$ cat src/rtl/aes256_pkg.sv
// Shared types, constant tables and round-function helpers for the AES-256 block.
// No dependencies; every other file of the block imports this package.
package aes256_pkg;

   localparam int KEY_REGS = 4;
   localparam int CSR_IDX_W = 2;
   localparam int RK_ROWS = 15;
   localparam int ROW_W = 4;
   localparam int LAST_STEP = 14;

   localparam logic CMD_ENCRYPT = 1'b0;
   localparam logic CMD_DECRYPT = 1'b1;

   typedef struct packed {
      logic        cmd;
      logic [63:0] block_high;
      logic [63:0] block_low;
   } req_data_type;

   typedef struct packed {
      logic [63:0] result_high;
      logic [63:0] result_low;
   } rsp_data_type;

   // A write of one row of the round-key store: enable, row index and the four words of one round key.
   typedef struct packed {
      logic             en;
      logic [ROW_W-1:0] row;
      logic [127:0]     data;
   } rk_wr_type;

   typedef logic [7:0] sbox_table_type [256];

   function automatic logic [7:0] xtime(input logic [7:0] a);
      xtime = a[7] ? ((a << 1) ^ 8'h1b) : (a << 1);
   endfunction

   function automatic logic [7:0] gf_mul(input logic [7:0] a, input logic [7:0] b);
      logic [7:0] r;
      logic [7:0] p;
      r = 8'h00;
      p = a;
      for (int i = 0; i < 8; i++) begin
         if (b[i]) r = r ^ p;
         p = xtime(p);
      end
      gf_mul = r;
   endfunction

   function automatic logic [7:0] gf_inv(input logic [7:0] x);
      logic [7:0] r;
      logic [7:0] p;
      r = 8'h01;
      p = x;
      for (int i = 0; i < 8; i++) begin
         if (i != 0) r = gf_mul(r, p);
         p = gf_mul(p, p);
      end
      gf_inv = r;
   endfunction

   function automatic logic [7:0] rotl8(input logic [7:0] x, input int n);
      rotl8 = (x << n) | (x >> (8 - n));
   endfunction

   function automatic sbox_table_type gen_sbox(input logic inverse);
      sbox_table_type t;
      logic [7:0] b;
      logic [7:0] x;
      for (int i = 0; i < 256; i++) begin
         x = 8'(i);
         if (inverse) begin
            t[i] = gf_inv(rotl8(x, 1) ^ rotl8(x, 3) ^ rotl8(x, 6) ^ 8'h05);
         end else begin
            b = gf_inv(x);
            t[i] = b ^ rotl8(b, 1) ^ rotl8(b, 2) ^ rotl8(b, 3) ^ rotl8(b, 4) ^ 8'h63;
         end
      end
      gen_sbox = t;
   endfunction

   localparam sbox_table_type SBOX_TABLE = gen_sbox(1'b0);
   localparam sbox_table_type INV_SBOX_TABLE = gen_sbox(1'b1);

   function automatic logic [31:0] sub_word(input logic [31:0] w);
      sub_word = {SBOX_TABLE[w[31:24]], SBOX_TABLE[w[23:16]],
                  SBOX_TABLE[w[15:8]], SBOX_TABLE[w[7:0]]};
   endfunction

   // Byte i of the state sits in bits 127-8i downto 120-8i; byte 4c+r is row r of column c.
   function automatic logic [127:0] sub_bytes(input logic [127:0] s, input logic inverse);
      logic [127:0] o;
      for (int i = 0; i < 16; i++) begin
         o[127-8*i -: 8] = inverse ? INV_SBOX_TABLE[s[127-8*i -: 8]]
                                   : SBOX_TABLE[s[127-8*i -: 8]];
      end
      sub_bytes = o;
   endfunction

   function automatic logic [127:0] shift_rows(input logic [127:0] s, input logic inverse);
      logic [127:0] o;
      int src;
      for (int c = 0; c < 4; c++) begin
         for (int r = 0; r < 4; r++) begin
            src = inverse ? ((c + 4 - r) & 3) : ((c + r) & 3);
            o[127-8*(4*c+r) -: 8] = s[127-8*(4*src+r) -: 8];
         end
      end
      shift_rows = o;
   endfunction

   function automatic logic [127:0] mix_columns(input logic [127:0] s, input logic inverse);
      logic [127:0] o;
      logic [7:0]   a [4];
      logic [7:0]   a2, a4, a8;
      logic [7:0]   m [4][4];
      logic [7:0]   b;
      for (int c = 0; c < 4; c++) begin
         for (int k = 0; k < 4; k++) begin
            a[k] = s[127-8*(4*c+k) -: 8];
            a2 = xtime(a[k]);
            a4 = xtime(a2);
            a8 = xtime(a4);
            // Multiples 2,3,1,1 forward and 14,11,13,9 inverse.
            m[k][0] = inverse ? (a8 ^ a4 ^ a2) : a2;
            m[k][1] = inverse ? (a8 ^ a2 ^ a[k]) : (a2 ^ a[k]);
            m[k][2] = inverse ? (a8 ^ a4 ^ a[k]) : a[k];
            m[k][3] = inverse ? (a8 ^ a[k]) : a[k];
         end
         for (int r = 0; r < 4; r++) begin
            b = 8'h00;
            for (int k = 0; k < 4; k++) b = b ^ m[k][(k - r + 4) & 3];
            o[127-8*(4*c+r) -: 8] = b;
         end
      end
      mix_columns = o;
   endfunction

endpackage

$ cat src/rtl/aes256_rk_mem.sv
// Round-key store: 15 rows of 128 bits, one write and one registered read port.
// Depends on aes256_pkg.
module aes256_rk_mem (
   input  logic                        clock,
   input  aes256_pkg::rk_wr_type       wr,
   input  logic [aes256_pkg::ROW_W-1:0] rd_row,
   output logic [127:0]                rd_data
);
   import aes256_pkg::*;

   logic [127:0] mem [RK_ROWS];
   logic [127:0] rd_data_ff;

   always_ff @(posedge clock) begin
      if (wr.en) mem[wr.row] <= wr.data;
      rd_data_ff <= mem[rd_row];
   end

   assign rd_data = rd_data_ff;
endmodule

$ cat config.mk
export PLATFORM = sky130hd
export DESIGN_NAME = aes256_rk_mem
export DESIGN_NICKNAME = d
export VERILOG_FILES = /design/src/rtl/aes256_pkg.sv /design/src/rtl/aes256_rk_mem.sv
export SDC_FILE = /design/constraint.sdc
export NUM_CORES = 2
export LEC_CHECK = 0
export BUFFER_PORTS_ARGS = -buffer_cell sky130_fd_sc_hd__buf_2
export CORE_MARGIN = 2
export CORE_UTILIZATION = 25
export DETAILED_ROUTE_END_ITERATION = 10
export GPL_TIMING_DRIVEN = 0
export PLACE_DENSITY = 0.44
export SYNTH_ARGS = -nofsm -noshare
export SYNTH_HDL_FRONTEND = slang
export SYNTH_SLANG_ARGS = --single-unit
$ cat constraint.sdc
create_clock -name clock -period 10.61 [get_ports clock]
set_input_delay 1.5915 -clock clock [delete_from_list [all_inputs] [get_ports clock]]
set_output_delay 1.5915 -clock clock [all_outputs]
set_load 0.02 [all_outputs]
==> run metrics <==
CTS Sinks=2048; GPL Wtd Cong=0.713; Max VDD drop=130 uV; cell taking the most area after synthesis=edfxtp_1; status=completed; Pwr Density=192 mW/mm^2; WP data arrival=4820 ps; Relative slew margins=0.126; Seq/Total Area, Yosys=0.796; Vias=38200; number of max-cap violations=0; global-route wire length before repair=318000 um; sw frac=0.223; gr usage total=0.147; placed cell count=8029; per-cell routed wire length=27.2 um; Post-Syn Area=0.0757 mm^2; count of different cell masters after synthesis=31; die width=554 um; synthesized area per cell=20.5 um^2; clock share of power=0.426; YS warnings=0; initial antenna violation count=106; Final Power=17.7 mW; CTS max path bufs=4; max frequency=242 MHz; clk slew on worst S/H paths=60 ps; largest net degree at the start of global routing=24; Die ar.=0.307 mm^2; Overflow after GRT=0; input/output buffers=263; critical path type=input pin to flop; fin crit period=4130 ps; Root Driver=clkbuf_16; clock skew=40.0 ps; TritonCTS clock tree=built; Initial Utilization=0.252; max-slew violations=0; Mapped Nets=3820; Core Area=0.301 mm^2; initial drt markers=3726; total negative slack=0 ps; maximum fanout along the worst path=10; Num CTS Buffers=222; R2R setup slack=8750 ps; post-route insts no fill=8459; CTS H-tree lvls=4; Req. time, crit path=11300 ps; final WL=230000 um; Ports=266; Hold Crit Depth=2; P_sw=3.95 mW; RSZ-0062 raised after global routing=false; Internal=13.7 mW; Via-to-Cell Ratio=4.52; Leak=30.0 nW; Layout Nets=4433; layout cells sized above 1=0.251; worst hold path class=flop to flop; cts hold-fix bufs=0; Tcrit/Tclk final=0.389; cell count after synthesis=3682; number of routed nets with antenna violations=0; Worst-Margin Slew=1310 ps; Worst-Skew Late Latency=870 ps; CP endpoint kind=flop; postcts setup bufs=0; Seq pwr share=0.514; TritonRoute pass-1 iters=5; largest cells by area after synthesis=edfxtp_1, mux4_2, mux2i_1; post-DP HPWL=153000 um; Area Growth Syn to Fin=21.5%; Worst Reg-to-Reg Cells=3; setup violators final=0; flops & latches, synth=2048; DRC viols=0; vias in the first global route=39200; top cell type's share of synthesized area=0.762; Fin. Hold Viols=0; Logic pwr share=0.060; Resized cells post-CTS=0; Die H=554 um; crit path launch type=input pin; FP Rows=201
-- cells in the mapped netlist, drive strengths merged --
cell type and n:
o211ai 12, nand2 130, nor3 4, mux2i 360, a21oi 12, or2 2
clkinv 1, clkbuf 69, o21ai 116, a31oi 116, nand3 1, o22ai 116
edfxtp 1920, nand2b 122, mux4 268, buf 138, nand3b 2, or3b 1
and2b 1, inv 2, a22oi 128, dfxtp 128, nor2 32, nor2b 1
-- placed cells by master (no fill, tap or decap), types with 7 or more instances in the layout --
| cell | Yosys | routed |
|---|---|---|
| a21oi_1 | 12 | 12 |
| a31oi_1 | 116 | 116 |
| mux2i_1 | 360 | 360 |
| o211ai_1 | 12 | 12 |
| clkinv_1 | 1 | 30 |
| nor2_1 | 31 | 20 |
| buf_1 | 11 | 11 |
| buf_2 | 55 | 318 |
| inv_6 | 0 | 7 |
| a22oi_1 | 128 | 128 |
| diode_2 | 0 | 22 |
| buf_8 | 0 | 18 |
| buf_16 | 0 | 51 |
| dfxtp_1 | 128 | 128 |
| clkbuf_16 | 0 | 224 |
| mux4_2 | 268 | 268 |
| nor2_4 | 0 | 11 |
| o21ai_0 | 13 | 13 |
| clkinv_2 | 0 | 44 |
| nand2b_1 | 122 | 122 |
| o21ai_1 | 103 | 103 |
| edfxtp_1 | 1920 | 1920 |
| buf_12 | 0 | 57 |
| buf_6 | 22 | 22 |
| bufinv_16 | 0 | 13 |
| buf_4 | 50 | 50 |
| clkbuf_1 | 69 | 128 |
| nand2_1 | 130 | 130 |
| o22ai_1 | 116 | 116 |
| clkbuf_8 | 0 | 22 |
-- path summary, 6_finish.rpt --
path / to / startpoint
setup / recovery: rd_data[108]$_DFF_P_ / rd_row[1]
hold / removal: rd_data[87]$_DFF_P_ / mem[14][87]$_DFFE_PP_
setup reg to reg: rd_data[24]$_DFF_P_ / mem[11][24]$_DFFE_PP_
hold reg to reg: rd_data[87]$_DFF_P_ / mem[14][87]$_DFFE_PP_
-- power by group through the flow --
stage	Sequential [mW]	Combinational (mW)	Clock, mW
detailed placement	9.27	1.09	0
CTS	9.10	1.09	7.73
finish	9.09	1.06	7.53
global route	9.11	1.14	8.03
floorplan	9.34	0.461	0
global placement	9.31	1.04	0
-- through the flow --
step / worst slack [ps] / util / area [um^2] / hold slack, ps
final: 6480 / 0.306 / 91900 / 608
after global routing: 6310 / 0.306 / 91900 / 675
after CTS: 6500 / 0.306 / 91900 / 637
after detailed placement: 5570 / 0.282 / 84900 / 621
after global placement: -5890 / 0.273 / 81900 / 635
after floorplan: 2550 / - / 75700 / 520
-- critical path: stages --
cell and delay [ps]:
buf_2 120, buf_4 180, inv_2 140, nor2_2 700, buf_2 700, clkbuf_1 830, a22oi_1 210, o21ai_1 300
-- sequential cells by signal, summed over array words and instances (netlist names) --
register and flops:
mem 1920, rd_data 128
-- per-layer routing --
layer	vias up	track usage	routed length [um]
met4	40	0.0352	5820
met2	1137	0.242	110000
met1	20300	0.196	99300
met3	422	0.0317	14400
li1	16400	-	-
met5	-	0	269
-- final cells by class --
type                    count  area [um^2]
inverters                   3         11.3
repair buffers            389         4130
clock buffers             306         6130
well taps                3958         4950
plain buffers             207         1200
fillers                 29300       209000
flip-flops and latches   2048        60200
multi-input cells        1424        14400
clock inverters           102          862
diodes                     22         55.1
-- cell families (layout without fill, tap and decap cells) --
group	after synthesis	count (layout)	synth area share
buf+inv	210	1007	0.0160
mux	628	628	0.127
other cells	0	22	0
compound gates	500	500	0.0415
simple gates	296	296	0.0192
flops	2048	2048	0.796
No activity file was read; power rests on OpenSTA's default activity.
