--- src/rtl/aes256_pkg.sv ---
// Shared types, constant tables and round-function helpers for the AES-256 block.
// No dependencies; every other file of the block imports this package.
package aes256_pkg;

   localparam int KEY_REGS = 4;
   localparam int CSR_IDX_W = 2;
   localparam int RK_ROWS = 15;
   localparam int ROW_W = 4;
   localparam int LAST_STEP = 14;

   localparam logic CMD_ENCRYPT = 1'b0;
   localparam logic CMD_DECRYPT = 1'b1;

   typedef struct packed {
      logic        cmd;
      logic [63:0] block_high;
      logic [63:0] block_low;
   } req_data_type;

   typedef struct packed {
      logic [63:0] result_high;
      logic [63:0] result_low;
   } rsp_data_type;

   // A write of one row of the round-key store: enable, row index and the four words of one round key.
   typedef struct packed {
      logic             en;
      logic [ROW_W-1:0] row;
      logic [127:0]     data;
   } rk_wr_type;

   typedef logic [7:0] sbox_table_type [256];

   function automatic logic [7:0] xtime(input logic [7:0] a);
      xtime = a[7] ? ((a << 1) ^ 8'h1b) : (a << 1);
   endfunction

   function automatic logic [7:0] gf_mul(input logic [7:0] a, input logic [7:0] b);
      logic [7:0] r;
      logic [7:0] p;
      r = 8'h00;
      p = a;
      for (int i = 0; i < 8; i++) begin
         if (b[i]) r = r ^ p;
         p = xtime(p);
      end
      gf_mul = r;
   endfunction

   function automatic logic [7:0] gf_inv(input logic [7:0] x);
      logic [7:0] r;
      logic [7:0] p;
      r = 8'h01;
      p = x;
      for (int i = 0; i < 8; i++) begin
         if (i != 0) r = gf_mul(r, p);
         p = gf_mul(p, p);
      end
      gf_inv = r;
   endfunction

   function automatic logic [7:0] rotl8(input logic [7:0] x, input int n);
      rotl8 = (x << n) | (x >> (8 - n));
   endfunction

   function automatic sbox_table_type gen_sbox(input logic inverse);
      sbox_table_type t;
      logic [7:0] b;
      logic [7:0] x;
      for (int i = 0; i < 256; i++) begin
         x = 8'(i);
         if (inverse) begin
            t[i] = gf_inv(rotl8(x, 1) ^ rotl8(x, 3) ^ rotl8(x, 6) ^ 8'h05);
         end else begin
            b = gf_inv(x);
            t[i] = b ^ rotl8(b, 1) ^ rotl8(b, 2) ^ rotl8(b, 3) ^ rotl8(b, 4) ^ 8'h63;
         end
      end
      gen_sbox = t;
   endfunction

   localparam sbox_table_type SBOX_TABLE = gen_sbox(1'b0);
   localparam sbox_table_type INV_SBOX_TABLE = gen_sbox(1'b1);

   function automatic logic [31:0] sub_word(input logic [31:0] w);
      sub_word = {SBOX_TABLE[w[31:24]], SBOX_TABLE[w[23:16]],
                  SBOX_TABLE[w[15:8]], SBOX_TABLE[w[7:0]]};
   endfunction

   // Byte i of the state sits in bits 127-8i downto 120-8i; byte 4c+r is row r of column c.
   function automatic logic [127:0] sub_bytes(input logic [127:0] s, input logic inverse);
      logic [127:0] o;
      for (int i = 0; i < 16; i++) begin
         o[127-8*i -: 8] = inverse ? INV_SBOX_TABLE[s[127-8*i -: 8]]
                                   : SBOX_TABLE[s[127-8*i -: 8]];
      end
      sub_bytes = o;
   endfunction

   function automatic logic [127:0] shift_rows(input logic [127:0] s, input logic inverse);
      logic [127:0] o;
      int src;
      for (int c = 0; c < 4; c++) begin
         for (int r = 0; r < 4; r++) begin
            src = inverse ? ((c + 4 - r) & 3) : ((c + r) & 3);
            o[127-8*(4*c+r) -: 8] = s[127-8*(4*src+r) -: 8];
         end
      end
      shift_rows = o;
   endfunction

   function automatic logic [127:0] mix_columns(input logic [127:0] s, input logic inverse);
      logic [127:0] o;
      logic [7:0]   a [4];
      logic [7:0]   a2, a4, a8;
      logic [7:0]   m [4][4];
      logic [7:0]   b;
      for (int c = 0; c < 4; c++) begin
         for (int k = 0; k < 4; k++) begin
            a[k] = s[127-8*(4*c+k) -: 8];
            a2 = xtime(a[k]);
            a4 = xtime(a2);
            a8 = xtime(a4);
            // Multiples 2,3,1,1 forward and 14,11,13,9 inverse.
            m[k][0] = inverse ? (a8 ^ a4 ^ a2) : a2;
            m[k][1] = inverse ? (a8 ^ a2 ^ a[k]) : (a2 ^ a[k]);
            m[k][2] = inverse ? (a8 ^ a4 ^ a[k]) : a[k];
            m[k][3] = inverse ? (a8 ^ a[k]) : a[k];
         end
         for (int r = 0; r < 4; r++) begin
            b = 8'h00;
            for (int k = 0; k < 4; k++) b = b ^ m[k][(k - r + 4) & 3];
            o[127-8*(4*c+r) -: 8] = b;
         end
      end
      mix_columns = o;
   endfunction

endpackage

--- src/rtl/aes256_key_sched.sv ---
// Key expansion: produces one round-key word per cycle and writes a full row after every fourth word.
// Depends on aes256_pkg.
module aes256_key_sched (
   input  logic                  clock,
   input  logic                  reset,
   input  logic                  start,
   input  logic [255:0]          key,
   output logic                  busy,
   output aes256_pkg::rk_wr_type wr
);
   import aes256_pkg::*;

   logic         run_ff, run_in;
   logic [5:0]   cnt_ff, cnt_in;
   logic [7:0]   rc_ff, rc_in;
   logic [255:0] win_ff, win_in;
   logic [95:0]  acc_ff, acc_in;
   logic [31:0]  word;
   logic [31:0]  t;

   always_comb begin
      t = win_ff[31:0];
      rc_in = rc_ff;
      if (cnt_ff < 6'd8) begin
         word = key[{3'd7 - cnt_ff[2:0], 5'd0} +: 32];
      end else begin
         if (cnt_ff[2:0] == 3'd0) begin
            t = sub_word({t[23:0], t[31:24]}) ^ {rc_ff, 24'h0};
            rc_in = xtime(rc_ff);
         end else if (cnt_ff[2:0] == 3'd4) begin
            t = sub_word(t);
         end
         word = win_ff[255:224] ^ t;
      end
      win_in = {win_ff[223:0], word};
      acc_in = {acc_ff[63:0], word};
      cnt_in = cnt_ff + 6'd1;
      run_in = run_ff && (cnt_ff != 6'd59);
      if (start) begin
         run_in = 1'b1;
         cnt_in = 6'd0;
         rc_in = 8'h01;
      end
   end

   always_ff @(posedge clock) begin
      if (reset) begin
         run_ff <= 1'b0;
         cnt_ff <= 6'd0;
      end else begin
         run_ff <= run_in;
         cnt_ff <= run_ff ? cnt_in : (start ? 6'd0 : cnt_ff);
      end
      if (run_ff || start) rc_ff <= rc_in;
      if (run_ff) begin
         win_ff <= win_in;
         acc_ff <= acc_in;
      end
   end

   assign busy = run_ff;
   assign wr.en = run_ff && (cnt_ff[1:0] == 2'd3);
   assign wr.row = cnt_ff[5:2];
   assign wr.data = {acc_ff, word};
endmodule

--- config.mk ---
export PLATFORM = sky130hd
export DESIGN_NAME = aes256_key_sched
export DESIGN_NICKNAME = d
export VERILOG_FILES = /design/src/rtl/aes256_pkg.sv /design/src/rtl/aes256_key_sched.sv
export SDC_FILE = /design/constraint.sdc
export NUM_CORES = 1
export LEC_CHECK = 0
export BUFFER_PORTS_ARGS = -buffer_cell sky130_fd_sc_hd__buf_4
export CAP_MARGIN = 20
export CORE_MARGIN = 4
export CORE_UTILIZATION = 30
export DETAILED_ROUTE_END_ITERATION = 8
export PLACE_DENSITY = 0.46
export SLEW_MARGIN = 15
export SYNTH_ARGS = -nofsm -noshare
export SYNTH_HDL_FRONTEND = slang
export SYNTH_SLANG_ARGS = --single-unit
--- constraint.sdc ---
create_clock -name clock -period 8.7 [get_ports clock]
set_clock_uncertainty 0.1 [all_clocks]
set_input_delay 2.61 -clock clock [delete_from_list [all_inputs] [get_ports clock]]
set_output_delay 2.61 -clock clock [all_outputs]
set_load 0.005 [all_outputs]
==> impl_results.md, run 1 <==
- Status: complete, no violations
- Drt via density: 6.48
- Final net count: 3337
- Reg2Reg Depth: 11
- Period utilization: 0.915
- Vias: 27200
- Crit path max fanout: 12
- Core area: 87200 sq um
- Clk buf depth: 3
- CTS hold repair buffers: 0
- CP endpoint kind: primary output
- Total power: 4.71 mW
- ANT nets after route: 0
- Top-area cell type share of the netlist area: 0.299
- Initial core utilization: 0.304
- Largest net degree at the start of global routing: 116
- I/O Pins: 393
- Global route total overflow: 0
- Largest cells by area after synthesis: edfxtp_1 (30%), mux4_2 (11%), nand2_1 (3.4%)
- Post-synth EDFFs: 264
- Worst slew pin tran: 1080 ps
- Detailed placement HPWL: 96.6 mm
- Synth cell types: 92
- Drt wl/cell: 32.2 um
- Sequential share of the synthesized area: 0.304
- Worst min path class: register to register
- Worst VDD drop: 104 uV
- I/O Buffers: 392
- Post-Syn Instances: 2902
- Syn avg cell area: 9.14 sq um
- Register area: 8080 sq um
- Net Sw Frac: 0.356
- Reg2reg start: win_ff[16]
- Final Hold Fails: 0
- Unrepaired setup endpoints after global routing: false
- Setup_tns: 0 ps
- Reg2reg end: win_ff[21]
- Logic pwr share: 0.334
- Synth Cell Area: 26500 sq um
- Synthesis-to-layout area growth: 16.3%
- Die width: 305 um
- Fraction of registers with async set or reset after synthesis: 0
- Worst setup path end: wr[21]
- Total Routed Length: 135 mm
- Power Dens Cells: 153 nW/um^2
- Yosys warns: 0
- Leading area contributor after synthesis: edfxtp_1
- Worst-path clk slew: 60 ps
- Most used flip-flop cell after synthesis: edfxtp_1
- WS Path Type: register to primary output
- LEAKAGE: 11.3 nW
- Most frequent cells in the layout: buf_4 (496), edfxtp_1 (264), nand2_1 (243)
- Initial DRC Count: 4147
- CTS tree: done
- Util after Layout: 0.354
- Filler cells: 8937
- P_int: 3.03 mW
- First-pass GRT wire length: 193 mm
- Resize count post-CTS: 0
- Vias in the first global route: 26300
- Kind of start point of the critical path: register
- CTS root buffer: clkbuf_16
- Die height: 305 um
- DRC viols: 0
- Most common cell after layout, fill and taps aside: buf_4
- Total number of H-tree levels: 2
- Flop pwr share: 0.335
- Flops & latches, synth: 271
- Mapped Nets: 3223
- Flop2flop setup slack: 3850 ps
- GRT Total Usage: 0.275
- Multi-input logic area: 16000 sq um
- Share of layout cells above drive strength 1: 0.260
- Worst EP arrival: 5250 ps
- Worst skew pair latency: 570 ps
- CTS Buf Count: 37
- Setup violations, final: 0
- Max cap viols: 0
- Pre-Repair DR Iteration Count: 6
- Clk network pwr share: 0.331
- Worst path required time: 5990 ps
- Net Sw Power: 1.68 mW
- RePlAce Congestion: 0.997
- Die area: 93200 sq um
- Crit path launch: win_ff[16]
- Slew Viols, Final: 0
- Crit path time final: 7960 ps
- Slew HR: 0.269
- Placement row count: 108
- Initial antenna violation count: 11
- Fmax: 126 MHz
- Setup Fix Bufs, Post-CTS: 0
- # clock sinks: 271
[power groups by stage]
stage	combinational, mW	sequential (mW)	clock [mW]
final	1.58	1.58	1.56
after global routing	1.65	1.59	1.66
after CTS	1.54	1.58	1.61
after detailed placement	1.53	1.60	0
after global placement	1.55	1.60	0
after floorplan	0.920	1.61	0
[registers in the layout, indices dropped and copies added, names as in the netlist]
name and flops:
rc_ff 8, win_ff 256, cnt_ff 6, busy 1
[area by class of cell]
class,instances,area share
inverter,59,0.00718
sequential,271,0.262
clock inverter,24,0.00856
tap,1155,0.0469
multi-input combinational,2145,0.520
timing repair buffer,502,0.125
antenna,2,0.000162
clock buffer,41,0.0305
[critical path, stage by stage (launching register included)]
cell       delay [ps]
edfxtp_1          440
inv_1             440
ha_1              760
or2_2             400
nand2_1            70
mux4_2            490
a221oi_1          530
a2111oi_0         160
buf_4             180
o31ai_1           440
xnor2_1           110
o21ai_1           430
buf_4             200
[how the worst min path moves through the flow]
stage / from / cells after the start / to
floorplan: win_ff[96] / 0 / win_ff[128]
global placement: win_ff[173] / 0 / win_ff[205]
detailed placement: win_ff[111] / 0 / win_ff[143]
CTS: win_ff[169] / 0 / win_ff[201]
global route: win_ff[169] / 0 / win_ff[201]
finish: win_ff[169] / 0 / win_ff[201]
[through the flow]
stage | setup WS (ps) | hold slack, ps | cell area [sq um] | std cells
global placement | 1260 | 302 | 29600 | 4132
floorplan | 2160 | 300 | 26500 | 2902
global route | 647 | 289 | 30800 | 4197
CTS | 786 | 268 | 30800 | 4197
finish | 741 | 286 | 30800 | 4199
detailed placement | 1450 | 305 | 29600 | 4132
[per-layer routing]
layer | vias up | part of all wire | GRT usage | wire (um)
li1 | 11400 | - | - | -
met1 | 13400 | 0.41 | 0.373 | 55300
met2 | 1976 | 0.44 | 0.429 | 59800
met3 | 372 | 0.11 | 0.0645 | 14300
met4 | 8 | 0.043 | 0.0996 | 5860
met5 | - | 0.00030 | 0 | 40
[cell usage after synthesis (17+ instances only)]
cell type,number
a221oi_1,21
a211o_1,21
inv_1,52
o21ai_0,152
o22ai_1,17
buf_2,107
mux2_2,23
nand2b_1,82
o221ai_1,28
o211ai_1,41
nor2b_1,73
a31oi_1,56
a21oi_1,143
nand2_1,243
nor3_1,83
o31ai_1,28
or3_1,27
o21a_1,18
a211oi_1,44
o311a_1,19
and2_1,31
a21o_1,25
a311oi_1,50
mux2i_1,44
clkbuf_1,176
nor2_1,186
or2_2,30
buf_1,27
buf_4,112
o311ai_0,44
nand3b_1,17
mux4_2,132
nand3_1,82
edfxtp_1,264
and3_1,34
ha_1,62
[kinds of logic (layout without fill, tap and decap cells)]
group | after synthesis | count (layout) | share of synthesized area
multiplexers | 201 | 201 | 0.140
adder cells (fa/ha/maj) | 62 | 62 | 0.0293
flip-flops | 271 | 271 | 0.304
AO/OA/AOI/OAI | 893 | 893 | 0.243
buffers and inverters | 486 | 626 | 0.0911
AND/OR/NAND/NOR | 967 | 967 | 0.185
other | 0 | 2 | 0
XOR/XNOR | 22 | 22 | 0.00727
(Power assumes the default switching activity.)
==> run 2, diff against run 1 <==
CTS_BUF_LIST = sky130_fd_sc_hd__clkbuf_4 sky130_fd_sc_hd__clkbuf_8   (was default)
==> run 2 against run 1 <==
Effect of this change:
- worst setup slack worse by 92 ps
- routed wire length is 0.20% higher
- non-clock buffer count unchanged
- cell count rose by 0.69%
- count of clock-buffer cells in the layout grew 22
- fmax down 1.1%
- total power shrank 5.0%
- utilization fell by 0.18 points
- critical endpoint unchanged
==> impl_results.md, run 2 (synthesis results as in run 1) <==
- Most common cell after layout, fill and taps aside: buf_4
- # clock sinks: 271 (unchanged)
- Slowest cell on crit path: ha_1
- Status: complete, no violations
- Max reg flops: 256 (unchanged)
- Core area: 87200 sq um (unchanged)
- Synthesis-to-layout area growth: 15.7%
- WS Path Type: register to primary output
- Uppermost layer routed: met4
- Met1 WL: 55.5 mm (+0.40%)
- Post-DP Area: 29600 sq um (unchanged)
- I/O Buffers: 392 (unchanged)
- Crit-path most repeated cell: buf_4
- Largest net degree at the start of global routing: 116 (unchanged)
- Pre-Repair DR Iteration Count: 7 (+1)
- CP endpoint kind: primary output
- CTS hold repair buffers: 0 (unchanged)
- Routed wl met2: 60.4 mm (+1.0%)
- Vias in the first global route: 26400 (+0.43%)
- Drt wl/cell: 32.1 um (-0.49%)
- RePlAce Congestion: 0.997 (unchanged)
- Detailed placement HPWL: 96.6 mm (unchanged)
- CTS tree: done
- LEAKAGE: 11.2 nW (-0.36%)
- Power Dens Cells: 146 nW/um^2 (-4.5%)
- Slew HR: 0.271 (+0.00160)
- Worst EP arrival: 5340 ps (+90 ps)
- Worst-path clk slew: 70 ps (about the same)
- Setup violations, final: 0 (unchanged)
- Worst skew pair latency: 670 ps (+100 ps)
- Total Routed Length: 136 mm (+0.20%)
- Finished Cell Area: 30700 sq um (-0.52%)
- Flop2flop setup slack: 3870 ps (+20 ps)
- Kind of start point of the critical path: register
- Filler cells: 8949 (+0.13%)
- Total number of H-tree levels: 2 (unchanged)
- Buf+Inv Stages, Crit Path: 3 (unchanged)
- Biggest regs: win_ff (256), rc_ff (8), cnt_ff (6)
- Placement row count: 108 (unchanged)
- Vias: 27200 (+0.081%)
- Worst min path class: register to register
- Crit path max fanout: 12 (unchanged)
- First-pass GRT wire length: 193 mm (about the same)
- Worst VDD drop: 87.1 uV (-16%)
- Crit path time final: 8050 ps (+92.4 ps)
- Worst path required time: 5990 ps (about the same)
- ANT nets after route: 0 (unchanged)
- CTS Buf Count: 52 (+41%)
- Drt via density: 6.44 (-0.61%)
- Initial DRC Count: 3994 (-3.7%)
- CTS root buffer: clkbuf_8
- Unrepaired setup endpoints after global routing: false
- Global route total overflow: 0 (unchanged)
- I/O Pins: 393 (unchanged)
- Setup_tns: 0 ps (unchanged)
- Fmax: 124 MHz (-1.1%)
- Cells along the critical path: inv_1 > ha_1 > or2_2 > nand2_1 > mux4_2 > a221oi_1 > a2111oi_0 > buf_4 > o31ai_1 > xnor2_1 > o21ai_1 > buf_4
- WL met3: 14.3 mm (-0.53%)
- Die height: 305 um (unchanged)
- GRT Total Usage: 0.275 (about the same)
- Util after Layout: 0.352 (-0.00184)
- CP peak stage delay: 770 ps (about the same)
- Delay-heaviest family, CP: compound AO/OA/AOI/OAI gates
- Setup Fix Bufs, Post-CTS: 0 (unchanged)
- Max cap viols: 0 (unchanged)
- Most frequent cells in the layout: buf_4 (496), edfxtp_1 (264), nand2_1 (243)
- Period utilization: 0.925 (+0.0106)
- Die area: 93200 sq um (unchanged)
- DRC viols: 0 (unchanged)
- Initial core utilization: 0.304 (unchanged)
- Total power: 4.48 mW (-5.0%)
- Resize count post-CTS: 0 (unchanged)
- Slew Viols, Final: 0 (unchanged)
- Die width: 305 um (unchanged)
- Share of layout cells above drive strength 1: 0.263 (+0.00367)
- Final net count: 3352 (+0.45%)
- Initial antenna violation count: 10 (-1)
- Most flops, register: win_ff
- Worst slew pin tran: 1080 ps (-2.38 ps)
- Clk buf depth: 3 (unchanged)
- Final Hold Fails: 0 (unchanged)
run 2: cell count changes in the layout (fill, tap and decap cells not counted):
cell        delta
inv_8          -1
clkbuf_16     -37
clkbuf_8      +53
clkinv_1      +12
clkbuf_1       -4
clkinvlp_4     -3
clkbuf_4      +10
diode_2        +3
clkinv_2       +2
inv_6          -6
run 2: worst paths after layout:
path	startpoint	end	cells past startpoint
worst max-delay path	win_ff[16]	wr[21]	12
worst min-delay path	win_ff[114]	win_ff[146]	0
worst max register to register	win_ff[16]	win_ff[21]	11
worst min register to register	win_ff[114]	win_ff[146]	0
run 2: metal layers:
metal	global-route usage	up-vias
li1	-	11500
met1	0.372	13500
met2	0.432	1924
met3	0.0637	315
met4	0.0976	0
met5	0	-
run 2: cell type report:
cell class                      count  area, sq um  share of cell area
Timing Repair Buffer              502         3840               0.125
Antenna cell                        5         12.5            0.000408
Tap cell                         1155         1450              0.0471
Inverter                           59          221             0.00722
Sequential cell                   271         8080               0.263
Clock buffer                       63          805              0.0262
Multi-Input combinational cell   2145        16000               0.523
Clock inverter                     28          233             0.00758
run 2: report_power, final:
| part | switching (mW) | internal [mW] |
|---|---|---|
| combinational | 0.977 | 0.598 |
| sequential | 0.0527 | 1.53 |
| clock | 0.598 | 0.724 |
| total | 1.63 | 2.85 |
run 2: stage by stage:
step / cells / hold WS [ps] / setup slack (ps)
after floorplan: 2902 / 300 / 2160
after global placement: 4132 / 302 / 1260
after detailed placement: 4132 / 305 / 1450
after CTS: 4223 / 295 / 669
after global routing: 4224 / 301 / 540
final: 4228 / 298 / 649
